<file path="config.mk">
export PLATFORM = sky130hd
export DESIGN_NAME = pwm_encoder_pll_tracker
export DESIGN_NICKNAME = d
export VERILOG_FILES = /design/src/rtl/pet_pkg.sv /design/src/rtl/pet_mdiv.sv /design/src/rtl/pet_datapath.sv /design/src/rtl/pet_ctrl.sv /design/src/rtl/pwm_encoder_pll_tracker.sv
export SDC_FILE = /design/constraint.sdc
export NUM_CORES = 2
export LEC_CHECK = 0
export BUFFER_PORTS_ARGS = -buffer_cell sky130_fd_sc_hd__buf_2
export CAP_MARGIN = 20
export CORE_MARGIN = 1
export CORE_UTILIZATION = 40
export DETAILED_ROUTE_END_ITERATION = 10
export PLACE_DENSITY_LB_ADDON = 0.08
export SLEW_MARGIN = 10
export SYNTH_ARGS = -nofsm -noshare
export SYNTH_HDL_FRONTEND = slang
export SYNTH_SLANG_ARGS = --single-unit
</file>
<file path="constraint.sdc">
create_clock -name clk_i -period 17.2 [get_ports clk_i]
set_input_delay 1.72 -clock clk_i [delete_from_list [all_inputs] [get_ports clk_i]]
set_output_delay 1.72 -clock clk_i [all_outputs]
set_load 0.01 [all_outputs]
</file>
<file path="src/rtl/pet_pkg.sv">
`timescale 1ns / 1ps
package pet_pkg;

  localparam int POSW  = 28;
  localparam int VELW  = 32;
  localparam int TURNW = 32;
  localparam int SW    = 46;
  localparam int AW    = 43;
  localparam int BW_B  = 33;
  localparam int PRODW = 76;
  localparam int DW    = 28;
  localparam int CNTW  = $clog2(PRODW);

  localparam logic [AW-1:0]        LIMIT   = 43'd4398046511104;
  localparam logic [AW-1:0]        MEAS_A  = 43'd268435456;
  localparam logic [DW-1:0]        VEL_DIV = 28'd256;
  localparam logic signed [SW-1:0] TURN_S  = 46'sd268435456;
  localparam logic signed [SW-1:0] HALF_S  = 46'sd134217728;
  localparam logic signed [SW-1:0] LIM_S   = 46'sd4398046511104;
  localparam logic signed [SW-1:0] VMAX_S  = 46'sd2147483647;
  localparam logic signed [SW-1:0] VMIN_S  = -46'sd2147483648;

  localparam logic [2:0] OP_MEAS = 3'd0;
  localparam logic [2:0] OP_DEST = 3'd1;
  localparam logic [2:0] OP_CORR = 3'd2;
  localparam logic [2:0] OP_X    = 3'd3;
  localparam logic [2:0] OP_DV   = 3'd4;

  typedef struct packed {
    logic       load;
    logic       start;
    logic       latch;
    logic       push;
    logic [2:0] op;
  } pet_cmd_t;

  typedef struct packed {
    logic done;
    logic period_zero;
  } pet_stat_t;

endpackage

</file>
<file path="src/rtl/pet_mdiv.sv">
`timescale 1ns / 1ps
module pet_mdiv (
  input  logic                         clk_i,
  input  logic                         rst_ni,
  input  logic                         start_i,
  input  logic [pet_pkg::AW-1:0]       a_i,
  input  logic [pet_pkg::BW_B-1:0]     b_i,
  input  logic [pet_pkg::DW-1:0]       d_i,
  output logic                         done_o,
  output logic [pet_pkg::AW-1:0]       res_o
);

  localparam logic [1:0] PH_IDLE = 2'd0;
  localparam logic [1:0] PH_MUL  = 2'd1;
  localparam logic [1:0] PH_DIV  = 2'd2;

  logic [1:0]                    phase_q, phase_d;
  logic [pet_pkg::CNTW-1:0]      cnt_q, cnt_d;
  logic                          done_q, done_d;
  logic [pet_pkg::PRODW-1:0]     a_q, a_d;
  logic [pet_pkg::BW_B-1:0]      b_q, b_d;
  logic [pet_pkg::PRODW-1:0]     prod_q, prod_d;
  logic [pet_pkg::DW-1:0]        d_q, d_d;
  logic [pet_pkg::DW-1:0]        rem_q, rem_d;
  logic [pet_pkg::DW:0]          rem_sh;
  logic                          qbit;

  assign rem_sh = {rem_q, prod_q[pet_pkg::PRODW-1]};
  assign qbit   = (rem_sh >= {1'b0, d_q});

  always_comb begin
    phase_d = phase_q;
    cnt_d   = cnt_q;
    done_d  = done_q;
    a_d     = a_q;
    b_d     = b_q;
    prod_d  = prod_q;
    d_d     = d_q;
    rem_d   = rem_q;
    unique case (phase_q)
      PH_IDLE: begin
        if (start_i) begin
          a_d     = pet_pkg::PRODW'(a_i);
          b_d     = b_i;
          d_d     = d_i;
          prod_d  = '0;
          cnt_d   = pet_pkg::CNTW'(pet_pkg::BW_B - 1);
          done_d  = 1'b0;
          phase_d = PH_MUL;
        end
      end
      PH_MUL: begin
        if (b_q[0]) begin
          prod_d = prod_q + a_q;
        end
        a_d = {a_q[pet_pkg::PRODW-2:0], 1'b0};
        b_d = {1'b0, b_q[pet_pkg::BW_B-1:1]};
        if (cnt_q == '0) begin
          cnt_d   = pet_pkg::CNTW'(pet_pkg::PRODW - 1);
          rem_d   = '0;
          phase_d = PH_DIV;
        end else begin
          cnt_d = cnt_q - 1'b1;
        end
      end
      PH_DIV: begin
        rem_d  = qbit ? pet_pkg::DW'(rem_sh - {1'b0, d_q}) : rem_sh[pet_pkg::DW-1:0];
        prod_d = {prod_q[pet_pkg::PRODW-2:0], qbit};
        if (cnt_q == '0) begin
          done_d  = 1'b1;
          phase_d = PH_IDLE;
        end else begin
          cnt_d = cnt_q - 1'b1;
        end
      end
      default: phase_d = PH_IDLE;
    endcase
  end

  always_ff @(posedge clk_i or negedge rst_ni) begin
    if (!rst_ni) begin
      phase_q <= PH_IDLE;
      cnt_q   <= '0;
      done_q  <= 1'b0;
    end else begin
      phase_q <= phase_d;
      cnt_q   <= cnt_d;
      done_q  <= done_d;
    end
  end

  always_ff @(posedge clk_i) begin
    a_q    <= a_d;
    b_q    <= b_d;
    prod_q <= prod_d;
    d_q    <= d_d;
    rem_q  <= rem_d;
  end

  assign done_o = done_q;
  assign res_o  = (prod_q > pet_pkg::PRODW'(pet_pkg::LIMIT)) ? pet_pkg::LIMIT
                                                              : prod_q[pet_pkg::AW-1:0];

endmodule

</file>
<file path="src/rtl/pet_datapath.sv">
`timescale 1ns / 1ps
module pet_datapath (
  input  logic                         clk_i,
  input  logic                         rst_ni,
  input  pet_pkg::pet_cmd_t            cmd_i,
  output pet_pkg::pet_stat_t           stat_o,
  input  logic [31:0]                  cap_i,
  input  logic [15:0]                  bw_i,
  input  logic [27:0]                  freq_i,
  output logic [pet_pkg::POSW-1:0]     pos_o,
  output logic [pet_pkg::VELW-1:0]     vel_o,
  output logic [pet_pkg::TURNW-1:0]    turn_o,
  output logic                         bad_o
);

  logic [15:0]                     p_q, h_q;
  logic                            bad_q;
  logic signed [pet_pkg::SW-1:0]   diff_q, dest_q, err_q, corr_q, x_q;
  logic [pet_pkg::POSW-1:0]        pos_q;
  logic signed [pet_pkg::VELW-1:0] vel_q;
  logic [pet_pkg::TURNW-1:0]       turn_q;
  logic                            neg_q;
  logic [pet_pkg::POSW-1:0]        opos_q;
  logic [pet_pkg::VELW-1:0]        ovel_q;
  logic [pet_pkg::TURNW-1:0]       oturn_q;
  logic                            obad_q;

  logic [15:0]                     cap_p, cap_h;
  logic [pet_pkg::DW-1:0]          f_eff;
  logic [31:0]                     bwp, bw2;
  logic signed [pet_pkg::SW-1:0]   vel_ext, vel_mag, err_mag, x_mag;
  logic [pet_pkg::AW-1:0]          op_a;
  logic [pet_pkg::BW_B-1:0]        op_b;
  logic [pet_pkg::DW-1:0]          op_d;
  logic                            op_neg;
  logic                            mdiv_done;
  logic [pet_pkg::AW-1:0]          mdiv_res;
  logic signed [pet_pkg::SW-1:0]   sres, pos_ext, diff_raw, diff_w, err_raw, err_c;
  logic signed [pet_pkg::SW-1:0]   npos, nv, nv_c;
  logic [pet_pkg::TURNW-1:0]       turns;

  assign cap_p   = cap_i[15:0];
  assign cap_h   = cap_i[31:16];
  assign f_eff   = (freq_i == '0) ? pet_pkg::DW'(1) : freq_i;
  assign bwp     = 32'(bw_i) * 32'(p_q);
  assign bw2     = 32'(bw_i) * 32'(bw_i);
  assign vel_ext = pet_pkg::SW'(vel_q);
  assign vel_mag = vel_q[pet_pkg::VELW-1] ? -vel_ext : vel_ext;
  assign err_mag = err_q[pet_pkg::SW-1] ? -err_q : err_q;
  assign x_mag   = x_q[pet_pkg::SW-1] ? -x_q : x_q;

  always_comb begin
    op_a   = '0;
    op_b   = '0;
    op_d   = pet_pkg::DW'(1);
    op_neg = 1'b0;
    unique case (cmd_i.op)
      pet_pkg::OP_MEAS: begin
        op_a = pet_pkg::MEAS_A;
        op_b = pet_pkg::BW_B'(h_q);
        op_d = pet_pkg::DW'(p_q);
      end
      pet_pkg::OP_DEST: begin
        op_neg = vel_q[pet_pkg::VELW-1];
        op_a   = vel_mag[pet_pkg::AW-1:0];
        op_b   = pet_pkg::BW_B'({p_q, 8'b0});
        op_d   = f_eff;
      end
      pet_pkg::OP_CORR: begin
        op_neg = err_q[pet_pkg::SW-1];
        op_a   = err_mag[pet_pkg::AW-1:0];
        op_b   = {bwp, 1'b0};
        op_d   = f_eff;
      end
      pet_pkg::OP_X: begin
        op_neg = err_q[pet_pkg::SW-1];
        op_a   = err_mag[pet_pkg::AW-1:0];
        op_b   = pet_pkg::BW_B'(p_q);
        op_d   = f_eff;
      end
      pet_pkg::OP_DV: begin
        op_neg = x_q[pet_pkg::SW-1];
        op_a   = x_mag[pet_pkg::AW-1:0];
        op_b   = pet_pkg::BW_B'(bw2);
        op_d   = pet_pkg::VEL_DIV;
      end
      default: op_neg = 1'b0;
    endcase
  end

  pet_mdiv u_mdiv (
    .clk_i   (clk_i),
    .rst_ni  (rst_ni),
    .start_i (cmd_i.start),
    .a_i     (op_a),
    .b_i     (op_b),
    .d_i     (op_d),
    .done_o  (mdiv_done),
    .res_o   (mdiv_res)
  );

  always_comb begin
    sres     = signed'(pet_pkg::SW'(mdiv_res));
    sres     = neg_q ? -sres : sres;
    pos_ext  = signed'(pet_pkg::SW'(pos_q));
    diff_raw = sres - pos_ext;
    if (diff_raw < -pet_pkg::HALF_S) begin
      diff_w = diff_raw + pet_pkg::TURN_S;
    end else if (diff_raw >= pet_pkg::HALF_S) begin
      diff_w = diff_raw - pet_pkg::TURN_S;
    end else begin
      diff_w = diff_raw;
    end
    err_raw = diff_q - sres;
    if (err_raw > pet_pkg::LIM_S) begin
      err_c = pet_pkg::LIM_S;
    end else if (err_raw < -pet_pkg::LIM_S) begin
      err_c = -pet_pkg::LIM_S;
    end else begin
      err_c = err_raw;
    end
    npos  = pos_ext + dest_q + corr_q;
    turns = {{(pet_pkg::TURNW - (pet_pkg::SW - pet_pkg::POSW)){npos[pet_pkg::SW-1]}},
             npos[pet_pkg::SW-1:pet_pkg::POSW]};
    nv    = vel_ext + sres;
    if (nv > pet_pkg::VMAX_S) begin
      nv_c = pet_pkg::VMAX_S;
    end else if (nv < pet_pkg::VMIN_S) begin
      nv_c = pet_pkg::VMIN_S;
    end else begin
      nv_c = nv;
    end
  end

  always_ff @(posedge clk_i or negedge rst_ni) begin
    if (!rst_ni) begin
      pos_q  <= '0;
      vel_q  <= '0;
      turn_q <= '0;
    end else if (cmd_i.latch && cmd_i.op == pet_pkg::OP_DV) begin
      pos_q  <= npos[pet_pkg::POSW-1:0];
      vel_q  <= nv_c[pet_pkg::VELW-1:0];
      turn_q <= turn_q + turns;
    end
  end

  always_ff @(posedge clk_i) begin
    if (cmd_i.load) begin
      p_q   <= cap_p;
      h_q   <= (cap_h > cap_p) ? cap_p : cap_h;
      bad_q <= (cap_p == '0);
    end
    if (cmd_i.start) begin
      neg_q <= op_neg;
    end
    if (cmd_i.latch) begin
      case (cmd_i.op)
        pet_pkg::OP_MEAS: diff_q <= diff_w;
        pet_pkg::OP_DEST: begin
          dest_q <= sres;
          err_q  <= err_c;
        end
        pet_pkg::OP_CORR: corr_q <= sres;
        pet_pkg::OP_X:    x_q    <= sres;
        default:          x_q    <= x_q;
      endcase
    end
    if (cmd_i.push) begin
      opos_q  <= pos_q;
      ovel_q  <= vel_q;
      oturn_q <= turn_q;
      obad_q  <= bad_q;
    end
  end

  assign stat_o.done        = mdiv_done;
  assign stat_o.period_zero = bad_q;
  assign pos_o  = opos_q;
  assign vel_o  = ovel_q;
  assign turn_o = oturn_q;
  assign bad_o  = obad_q;

endmodule

</file>
<file path="src/rtl/pet_ctrl.sv">
`timescale 1ns / 1ps
module pet_ctrl (
  input  logic                clk_i,
  input  logic                rst_ni,
  input  logic                s_valid_i,
  output logic                s_ready_o,
  output logic                m_valid_o,
  input  logic                m_ready_i,
  output pet_pkg::pet_cmd_t   cmd_o,
  input  pet_pkg::pet_stat_t  stat_i
);

  localparam logic [2:0] ST_IDLE  = 3'd0;
  localparam logic [2:0] ST_CHECK = 3'd1;
  localparam logic [2:0] ST_START = 3'd2;
  localparam logic [2:0] ST_WAIT  = 3'd3;
  localparam logic [2:0] ST_PUSH  = 3'd4;

  logic [2:0] state_q, state_d;
  logic [2:0] op_q, op_d;
  logic       m_valid_q, m_valid_d;

  always_comb begin
    state_d   = state_q;
    op_d      = op_q;
    cmd_o     = '0;
    cmd_o.op  = op_q;
    m_valid_d = m_valid_q && !m_ready_i;
    unique case (state_q)
      ST_IDLE: begin
        if (s_valid_i) begin
          cmd_o.load = 1'b1;
          state_d    = ST_CHECK;
        end
      end
      ST_CHECK: begin
        op_d    = pet_pkg::OP_MEAS;
        state_d = stat_i.period_zero ? ST_PUSH : ST_START;
      end
      ST_START: begin
        cmd_o.start = 1'b1;
        state_d     = ST_WAIT;
      end
      ST_WAIT: begin
        if (stat_i.done) begin
          cmd_o.latch = 1'b1;
          if (op_q == pet_pkg::OP_DV) begin
            state_d = ST_PUSH;
          end else begin
            op_d    = op_q + 1'b1;
            state_d = ST_START;
          end
        end
      end
      ST_PUSH: begin
        if (!m_valid_q || m_ready_i) begin
          cmd_o.push = 1'b1;
          m_valid_d  = 1'b1;
          state_d    = ST_IDLE;
        end
      end
      default: state_d = ST_IDLE;
    endcase
  end

  always_ff @(posedge clk_i or negedge rst_ni) begin
    if (!rst_ni) begin
      state_q   <= ST_IDLE;
      op_q      <= pet_pkg::OP_MEAS;
      m_valid_q <= 1'b0;
    end else begin
      state_q   <= state_d;
      op_q      <= op_d;
      m_valid_q <= m_valid_d;
    end
  end

  assign s_ready_o = (state_q == ST_IDLE);
  assign m_valid_o = m_valid_q;

  a_push_free: assert property (@(posedge clk_i) disable iff (!rst_ni)
    cmd_o.push |-> (!m_valid_q || m_ready_i))
    else $error("word pushed over an untaken result");

  a_start_clears: assert property (@(posedge clk_i) disable iff (!rst_ni)
    cmd_o.start |=> !stat_i.done)
    else $error("done still set after start");

  a_wait_exit: assert property (@(posedge clk_i) disable iff (!rst_ni)
    (state_q == ST_WAIT && stat_i.done) |=> (state_q == ST_START || state_q == ST_PUSH))
    else $error("bad exit from wait");

endmodule

</file>
<file path="src/rtl/pwm_encoder_pll_tracker.sv">
`timescale 1ns / 1ps
// PWM encoder tracking loop.
// Input stream: one word per encoder PWM capture (period and high time in
// timer ticks). Output stream: one word per capture with the wrapped
// position (Q12.16), velocity (Q24.8 counts/s) and turn count, plus a
// bad-capture flag in tuser for a zero period (state left as it was).
// APB port: loop bandwidth at 0x0, timer frequency at 0x4; write only while
// no capture is in flight.
// A valid capture goes from acceptance to the output register through five
// passes of one shared multiply-divide unit (33 shift-add steps plus 76
// restoring-divide steps each, with a start command before and a latch after
// each pass). A zero-period capture skips the unit and goes straight to the
// output register. One capture is worked at a time.
// The output register holds a finished word while the receiver stalls; the
// next capture is accepted meanwhile, and its result waits until the held
// word is taken.
// Reset clears position, velocity, turn count and the output valid, and
// loads bandwidth 1000 and timer frequency 53333333.
module pwm_encoder_pll_tracker (
  input  logic        clk_i,
  input  logic        rst_ni,
  input  logic        s_axis_tvalid_i,
  output logic        s_axis_tready_o,
  input  logic [31:0] s_axis_tdata_i,  // capture_period, capture_high
  output logic        m_axis_tvalid_o,
  input  logic        m_axis_tready_i,
  output logic [95:0] m_axis_tdata_o,  // position_counts, velocity_counts, turn_count
  output logic        m_axis_tuser_o,  // bad_capture
  input  logic        psel,
  input  logic        penable,
  input  logic        pwrite,
  input  logic [2:0]  paddr,
  input  logic [31:0] pwdata,
  output logic [31:0] prdata,
  output logic        pready
);

  logic [15:0]                   bw_q;
  logic [27:0]                   freq_q;
  pet_pkg::pet_cmd_t             cmd;
  pet_pkg::pet_stat_t            stat;
  logic [pet_pkg::POSW-1:0]      pos;
  logic [pet_pkg::VELW-1:0]      vel;
  logic [pet_pkg::TURNW-1:0]     turn;
  logic                          bad;
  logic                          wr_en;

  assign pready = 1'b1;
  assign wr_en  = psel && penable && pwrite && pready;

  always_ff @(posedge clk_i or negedge rst_ni) begin
    if (!rst_ni) begin
      bw_q   <= 16'd1000;
      freq_q <= 28'd53333333;
    end else if (wr_en) begin
      if (paddr[2]) begin
        freq_q <= pwdata[27:0];
      end else begin
        bw_q <= pwdata[15:0];
      end
    end
  end

  assign prdata = paddr[2] ? {4'b0, freq_q} : {16'b0, bw_q};

  pet_ctrl u_ctrl (
    .clk_i     (clk_i),
    .rst_ni    (rst_ni),
    .s_valid_i (s_axis_tvalid_i),
    .s_ready_o (s_axis_tready_o),
    .m_valid_o (m_axis_tvalid_o),
    .m_ready_i (m_axis_tready_i),
    .cmd_o     (cmd),
    .stat_i    (stat)
  );

  pet_datapath u_datapath (
    .clk_i  (clk_i),
    .rst_ni (rst_ni),
    .cmd_i  (cmd),
    .stat_o (stat),
    .cap_i  (s_axis_tdata_i),
    .bw_i   (bw_q),
    .freq_i (freq_q),
    .pos_o  (pos),
    .vel_o  (vel),
    .turn_o (turn),
    .bad_o  (bad)
  );

  assign m_axis_tdata_o = {4'b0, turn, vel, pos};
  assign m_axis_tuser_o = bad;

endmodule

</file>
# After elaboration in Yosys (flattened, before gate mapping)
# Cells that the tools add are included.
classes:
  add_sub_neg: 16
  mul: 2
  n_lt_le_gt_ge: 9
  n_eq_ne: 19
  mux: 56
  bitwise: 1
  n_reduce_logical: 36
ops:
  columns: ["operator", "count"]
  rows:
  - ["2-to-1 mux 76 bit", 3]
  - ["case mux 76 bit (3 select lines)", 1]
  - ["2-to-1 mux 46 bit", 4]
  - ["2-to-1 mux 43 bit", 4]
  - ["case mux 43 bit (4 select lines)", 1]
  - ["case mux 33 bit (5 select lines)", 1]
  - ["case mux 76 bit (2 select lines)", 1]
  - ["2-to-1 mux 28 bit", 4]
  - ["negation 43 bit", 2]
  - ["case mux 28 bit (3 select lines)", 1]
  - ["adder 76 bit", 1]
  - ["> comparator 76 x 43 -> 1 bit (second input constant)", 1]
  - ["case mux 33 bit (2 select lines)", 1]
  - ["multiplier 16 x 16 -> 32 bit", 2]
  - ["2-to-1 mux 32 bit", 2]
  - ["case mux 28 bit (2 select lines)", 1]
  - ["adder 29 x 46 -> 46 bit", 1]
  - ["adder 32 x 46 -> 46 bit", 1]
  - ["adder 46 x 30 -> 46 bit (second input constant)", 1]
  - ["adder 46 bit", 1]
  - [">= comparator 46 x 29 -> 1 bit (second input constant)", 1]
  - ["> comparator 46 x 32 -> 1 bit (second input constant)", 1]
  - ["> comparator 46 x 44 -> 1 bit (second input constant)", 1]
  - ["less-than comparator 46 x 28 -> 1 bit (second input constant)", 1]
  - ["47 further kinds", 101]
totals:
  reg_bits: 751
  input_bits: 74

# Depth between registers and ports, before layout
logic_depth:
  ltp_word: 8
  depth_mapped: 37

# By module
# A second synthesis with hierarchy kept.
hier_totals:
  cells_unflattened: 6998
  area_unflattened_um2: 67657.4
by_module_without_submodules:
  columns: ["module", "n_inst", "cells_per_inst", "area_each_um2", "seq_area_each_um2"]
  rows:
  - ["pet_datapath", 1, 5125, 48089.9, 12902.4]
  - ["pet_mdiv", 1, 1693, 17036.3, 7487.2]
  - ["pwm_encoder_pll_tracker", 1, 135, 2123.3, 1127.3]
  - ["pet_ctrl", 1, 45, 407.9, 175.2]

# Worst setup path before layout
# OpenSTA, ideal clock, no wires.
synth_timing:
  kind: "reg2reg"
  start: "reg u_datapath.u_mdiv.phase_q[1]"
  end: "reg u_datapath.u_mdiv.a_q[0] in the netlist's numbering, enable pin"
  setup_time_ps: 727
  t_arrival_ps: 8943
  t_required_ps: 16473
  slack_ps: 7530
  path_stages_with_launch: 7
  path_buffers: 2
  period_less_slack_ps: 9670
  cell_sequence: "dfrtp_1 -> inv_1 -> ha_1 -> clkbuf_1 -> clkinv_1 -> clkbuf_1 -> o21ai_0"
synth_between:
  elab_chain_len: 3
  word_cells_on_any_way: 5
  classes_between: "eq/ne (2); reduce/logical (3)"
synth_rtl:
  columns: ["item", "line_no", "text"]
  rows:
  - ["start, declared", "pet_mdiv.sv:17", "logic [1:0] phase_q, phase_d;"]
  - ["start signal, assigned", "pet_mdiv.sv:86", "phase_q <= phase_d;"]
  - ["== test 2 x 1 -> 1 bit or zero test 2 bit (tied branches)", "pet_mdiv.sv:40", "unique case (phase_q)"]
  - ["nonzero test 2 bit (no line) or != test 2 bit (tied branches)", null, null]
  - ["AND reduction 2 bit (no line) *", null, null]
  - ["end signal, assigned", "pet_mdiv.sv:93", "a_q <= a_d;"]
  - ["end, declared", "pet_mdiv.sv:20", "logic [pet_pkg::PRODW-1:0] a_q, a_d;"]
# Every way passes the cells marked *; elsewhere a longest branch is shown, timed or not.
# A chain may end at the register's enable or synchronous reset.

# Worst setup path after layout
layout_timing:
  start: "reg u_datapath.u_mdiv.prod_q[4] in the netlist's numbering"
  end: "reg u_datapath.err_q[42] in the netlist's numbering (data pin)"
layout_between:
  elab_chain_len: 7
  word_cells_on_any_way: 8
  classes_between: "add/sub (2); order compare (3); mux (2); reduce/logical (1)"
layout_rtl:
  columns: ["item", "line_no", "text"]
  rows:
  - ["start, declared", "pet_mdiv.sv:22", "logic [pet_pkg::PRODW-1:0] prod_q, prod_d;"]
  - ["start signal, assigned", "pet_mdiv.sv:95", "prod_q <= prod_d;"]
  - ["> comparator 76 x 43 -> 1 bit", "pet_mdiv.sv:101", "assign res_o = (prod_q > pet_pkg::PRODW'(pet_pkg::LIMIT)) ? pet_pkg::LIMIT"]
  - ["2-to-1 mux 43 bit *", "pet_mdiv.sv:101", null]
  - ["negation 43 -> 46 bit", "pet_datapath.sv:104", "sres = neg_q ? -sres : sres;"]
  - ["2-to-1 mux 46 bit *", "pet_datapath.sv:104", null]
  - ["net u_datapath.sres (one bit)", "pet_datapath.sv:38", "logic signed [pet_pkg::SW-1:0] sres, pos_ext, diff_raw, diff_w, err_raw, err_c;"]
  - ["subtractor 46 bit *", "pet_datapath.sv:114", "err_raw = diff_q - sres;"]
  - ["less-than comparator 46 x 43 -> 1 bit or > comparator 46 x 44 -> 1 bit (tied branches)", "pet_datapath.sv:117, pet_datapath.sv:115", null]
  - ["OR reduction 2 bit (no line)", null, null]
  - ["end signal, assigned", "pet_datapath.sv:161", "err_q <= err_c;"]
  - ["end, declared", "pet_datapath.sv:18", "logic signed [pet_pkg::SW-1:0] diff_q, dest_q, err_q, corr_q, x_q;"]
# Mark *: on every way through the listed nets, which the timed path passes. The rest lies on a longest branch.

==> impl_metrics.ini <==
[status]
status = finished, final reports clean

[die]
die_w_um = 409.2
placementRows = 149
core_area_mm2 = 0.1648
pin_count = 206
initial_core_util_pct = 40.24
die_area_mm2 = 0.1674
die_h_um = 409.2

[synth]
synth_edf_count = 594
netlist_top_cells_area = edfxtp_1, fa_1, ha_1
synth_ff_type = edfxtp_1
synth_cells = 6965
synthTopCellsByCount = nand2_1, inv_1, edfxtp_1
yosysSeqAreaShare_pct = 32.71
syn-cell-area_mm2 = 0.06632
async_reset_ff_share_pct = 20.48
synth_area_per_cell_um2 = 9.522
yosysUniqueCellTypes = 96
ys_ff_latch = 747
yosys.area.top_type = edfxtp_1
yosys_warnings = 0
synth.top_cell.area_share_pct = 26.89
yosysMostFrequentCell = nand2_1

[clocking]
htree_num_levels = 3
cts_resized = 0
clock-root-buffer = clkbuf_16
post_cts_buffers = 0
clock-sinks = 747
cts_tree = yes
clkTransAtPathRegs_ns = 0.07
hold_buffers = 0
numCtsBuffers = 94
clk_latency_ns = 0.72
clockBufferDepth = 3

[sta]
setup_violations = 0
fin_skew_ns = 0.02632
tightest_slew_ns = 1.268
rsz0062_at_grt = no
finalSetupTns_ns = 0
worst_slack_ns = 6.676
min_period_ns = 10.52
max_freq_ghz = 0.09502
relSlewSlack_pct = 14.69
hold_viol_final = 0
min_period_over_period_pct = 61.18
slew_viol_final = 0

[finish]
drive_gt1_share_pct = 8.885
final_nets = 8108
final_cells = 9359
final_area_mm2 = 0.07321
synthToLayoutAreaGrowth_pct = 10.38

[critical_path]
slowest_stage = or4_1
criticalPathCategory = flop to flop
max_stage_delay_ns = 0.70
cp.arrival_ns = 10.97
endpoint_kind = flop
cp_max_fo = 43
r2r_slack_ns = 6.68
cp_data_required_time_ns = 17.65
critPathLaunchType = flop

[routing]
ant_nets = 0
drt-initial-drc-count = 4043
vias_per_cell = 5.590
routed_wl_mm = 206.0
drt_first_pass_iters = 6
routedWlPerCell_um = 22.01
drc = 0
vias = 52320

[place]
place_ws_ns = 6.804
dp_cells = 9184
routabilityCongestion = 0.9032
placed_area_mm2 = 0.07003
hpwl_mm = 151.8
placement.io_buffers = 190

[grt]
antenna_found_initial = 12
grt_pass1_vias = 51820
overflow = 0
grt_first_pass_wirelength_mm = 317.0
grt_max_degree = 120
track_usage_pct = 24.45

[job]
cap_violations = 0

[hold_path]
hold_class = flop to flop
## path summary, 6_finish.rpt
check,depth (start not counted),end,from
hold reg to reg,0,u_datapath.turn_o[31],u_datapath.turn_q[31]
setup reg to reg,31,u_datapath.err_q[42],u_datapath.u_mdiv.prod_q[4]
setup / recovery,31,u_datapath.err_q[42],u_datapath.u_mdiv.prod_q[4]
max in group asynchronous,3,u_datapath.turn_q[1],rst_ni
hold / removal,0,u_datapath.turn_o[31],u_datapath.turn_q[31]
min in group asynchronous,1,bw_q[14],rst_ni
## per-stage QoR
stage          utilization [%]  hold slack [ns]
6_report                 44.42           0.4751
3_3_place_gp             42.49           0.4665
2_1_floorplan                -           0.4407
5_1_grt                  44.42           0.4923
3_5_place_dp             42.49           0.4706
4_1_cts                  44.40           0.4854
## flip-flops by register name (all words and copies together) (netlist names), 2 cells and up
register and count:
u_datapath.u_mdiv.a_q 76, u_datapath.u_mdiv.prod_q 76, u_datapath.corr_q 46, u_datapath.dest_q 46
u_datapath.diff_q 46, u_datapath.err_q 44, u_datapath.x_q 44, u_datapath.u_mdiv.b_q 33
u_datapath.turn_o 32, u_datapath.turn_q 32, u_datapath.vel_o 32, u_datapath.vel_q 32
freq_q 28, u_datapath.pos_o 28, u_datapath.pos_q 28, u_datapath.u_mdiv.d_q 28
u_datapath.u_mdiv.rem_q 28, bw_q 16, u_datapath.h_q 16, u_datapath.p_q 16
u_datapath.u_mdiv.cnt_q 7, u_ctrl.op_q 3, u_ctrl.state_q 3, u_datapath.u_mdiv.phase_q 2
## placed cells by master, fill, tap and decap left out, types with 85 or more instances in the layout
cell | Yosys | final
and2_1 | 230 | 230
a21o_1 | 156 | 156
nand3_1 | 147 | 147
nor2b_1 | 121 | 120
xnor2_1 | 270 | 270
nand2b_1 | 85 | 85
nor2_1 | 351 | 339
nor3_1 | 106 | 104
o21ai_0 | 395 | 392
buf_2 | 3 | 189
inv_1 | 653 | 653
edfxtp_1 | 594 | 594
nand2_1 | 767 | 767
ha_1 | 549 | 547
clkbuf_16 | 0 | 95
buf_4 | 9 | 125
a21oi_1 | 343 | 341
dfrtp_1 | 132 | 130
xor2_1 | 168 | 168
fa_1 | 393 | 393
## cells by family after synthesis
group           count (synthesis)  synth area share (%)
mux                            82                 1.353
simple gates                 2169                 16.12
fa+ha+maj                     942                 22.22
other cells                     2               0.01132
buf+inv                       950                 5.445
xor+xnor                      438                 5.784
flops                         747                 32.71
compound gates               1635                 16.36
## layer usage
layer	up-vias	track usage (%)	wire (um)
met3	245	2.554	10310
met1	25730	34.73	96310
met4	0	8.267	7380
met2	1385	38.75	92010
met5	-	0	0
li1	24960	-	-
## worst max-delay path: cells and delay by family, from the launching register on
kind | cells | cell delay, ns
compound gates | 7 | 2.17
fa+ha+maj | 3 | 1.04
buf+inv | 7 | 1.86
flops | 1 | 0.53
mux | 1 | 0.14
simple gates | 13 | 4.44
## cell type report
class / count / area (um^2)
Fill cell: 16000 / 91600
Multi-Input combinational cell: 5275 / 41220
Sequential cell: 747 / 21690
Tap cell: 2189 / 2739
Clock buffer: 120 / 2551
Inverter: 657 / 2466
Timing Repair Buffer: 317 / 1946
Clock inverter: 53 / 589.3
Antenna cell: 1 / 2.502
Power is not shown: default switching activity piles up to over one toggle a cycle in this logic, so the estimate is an artifact.
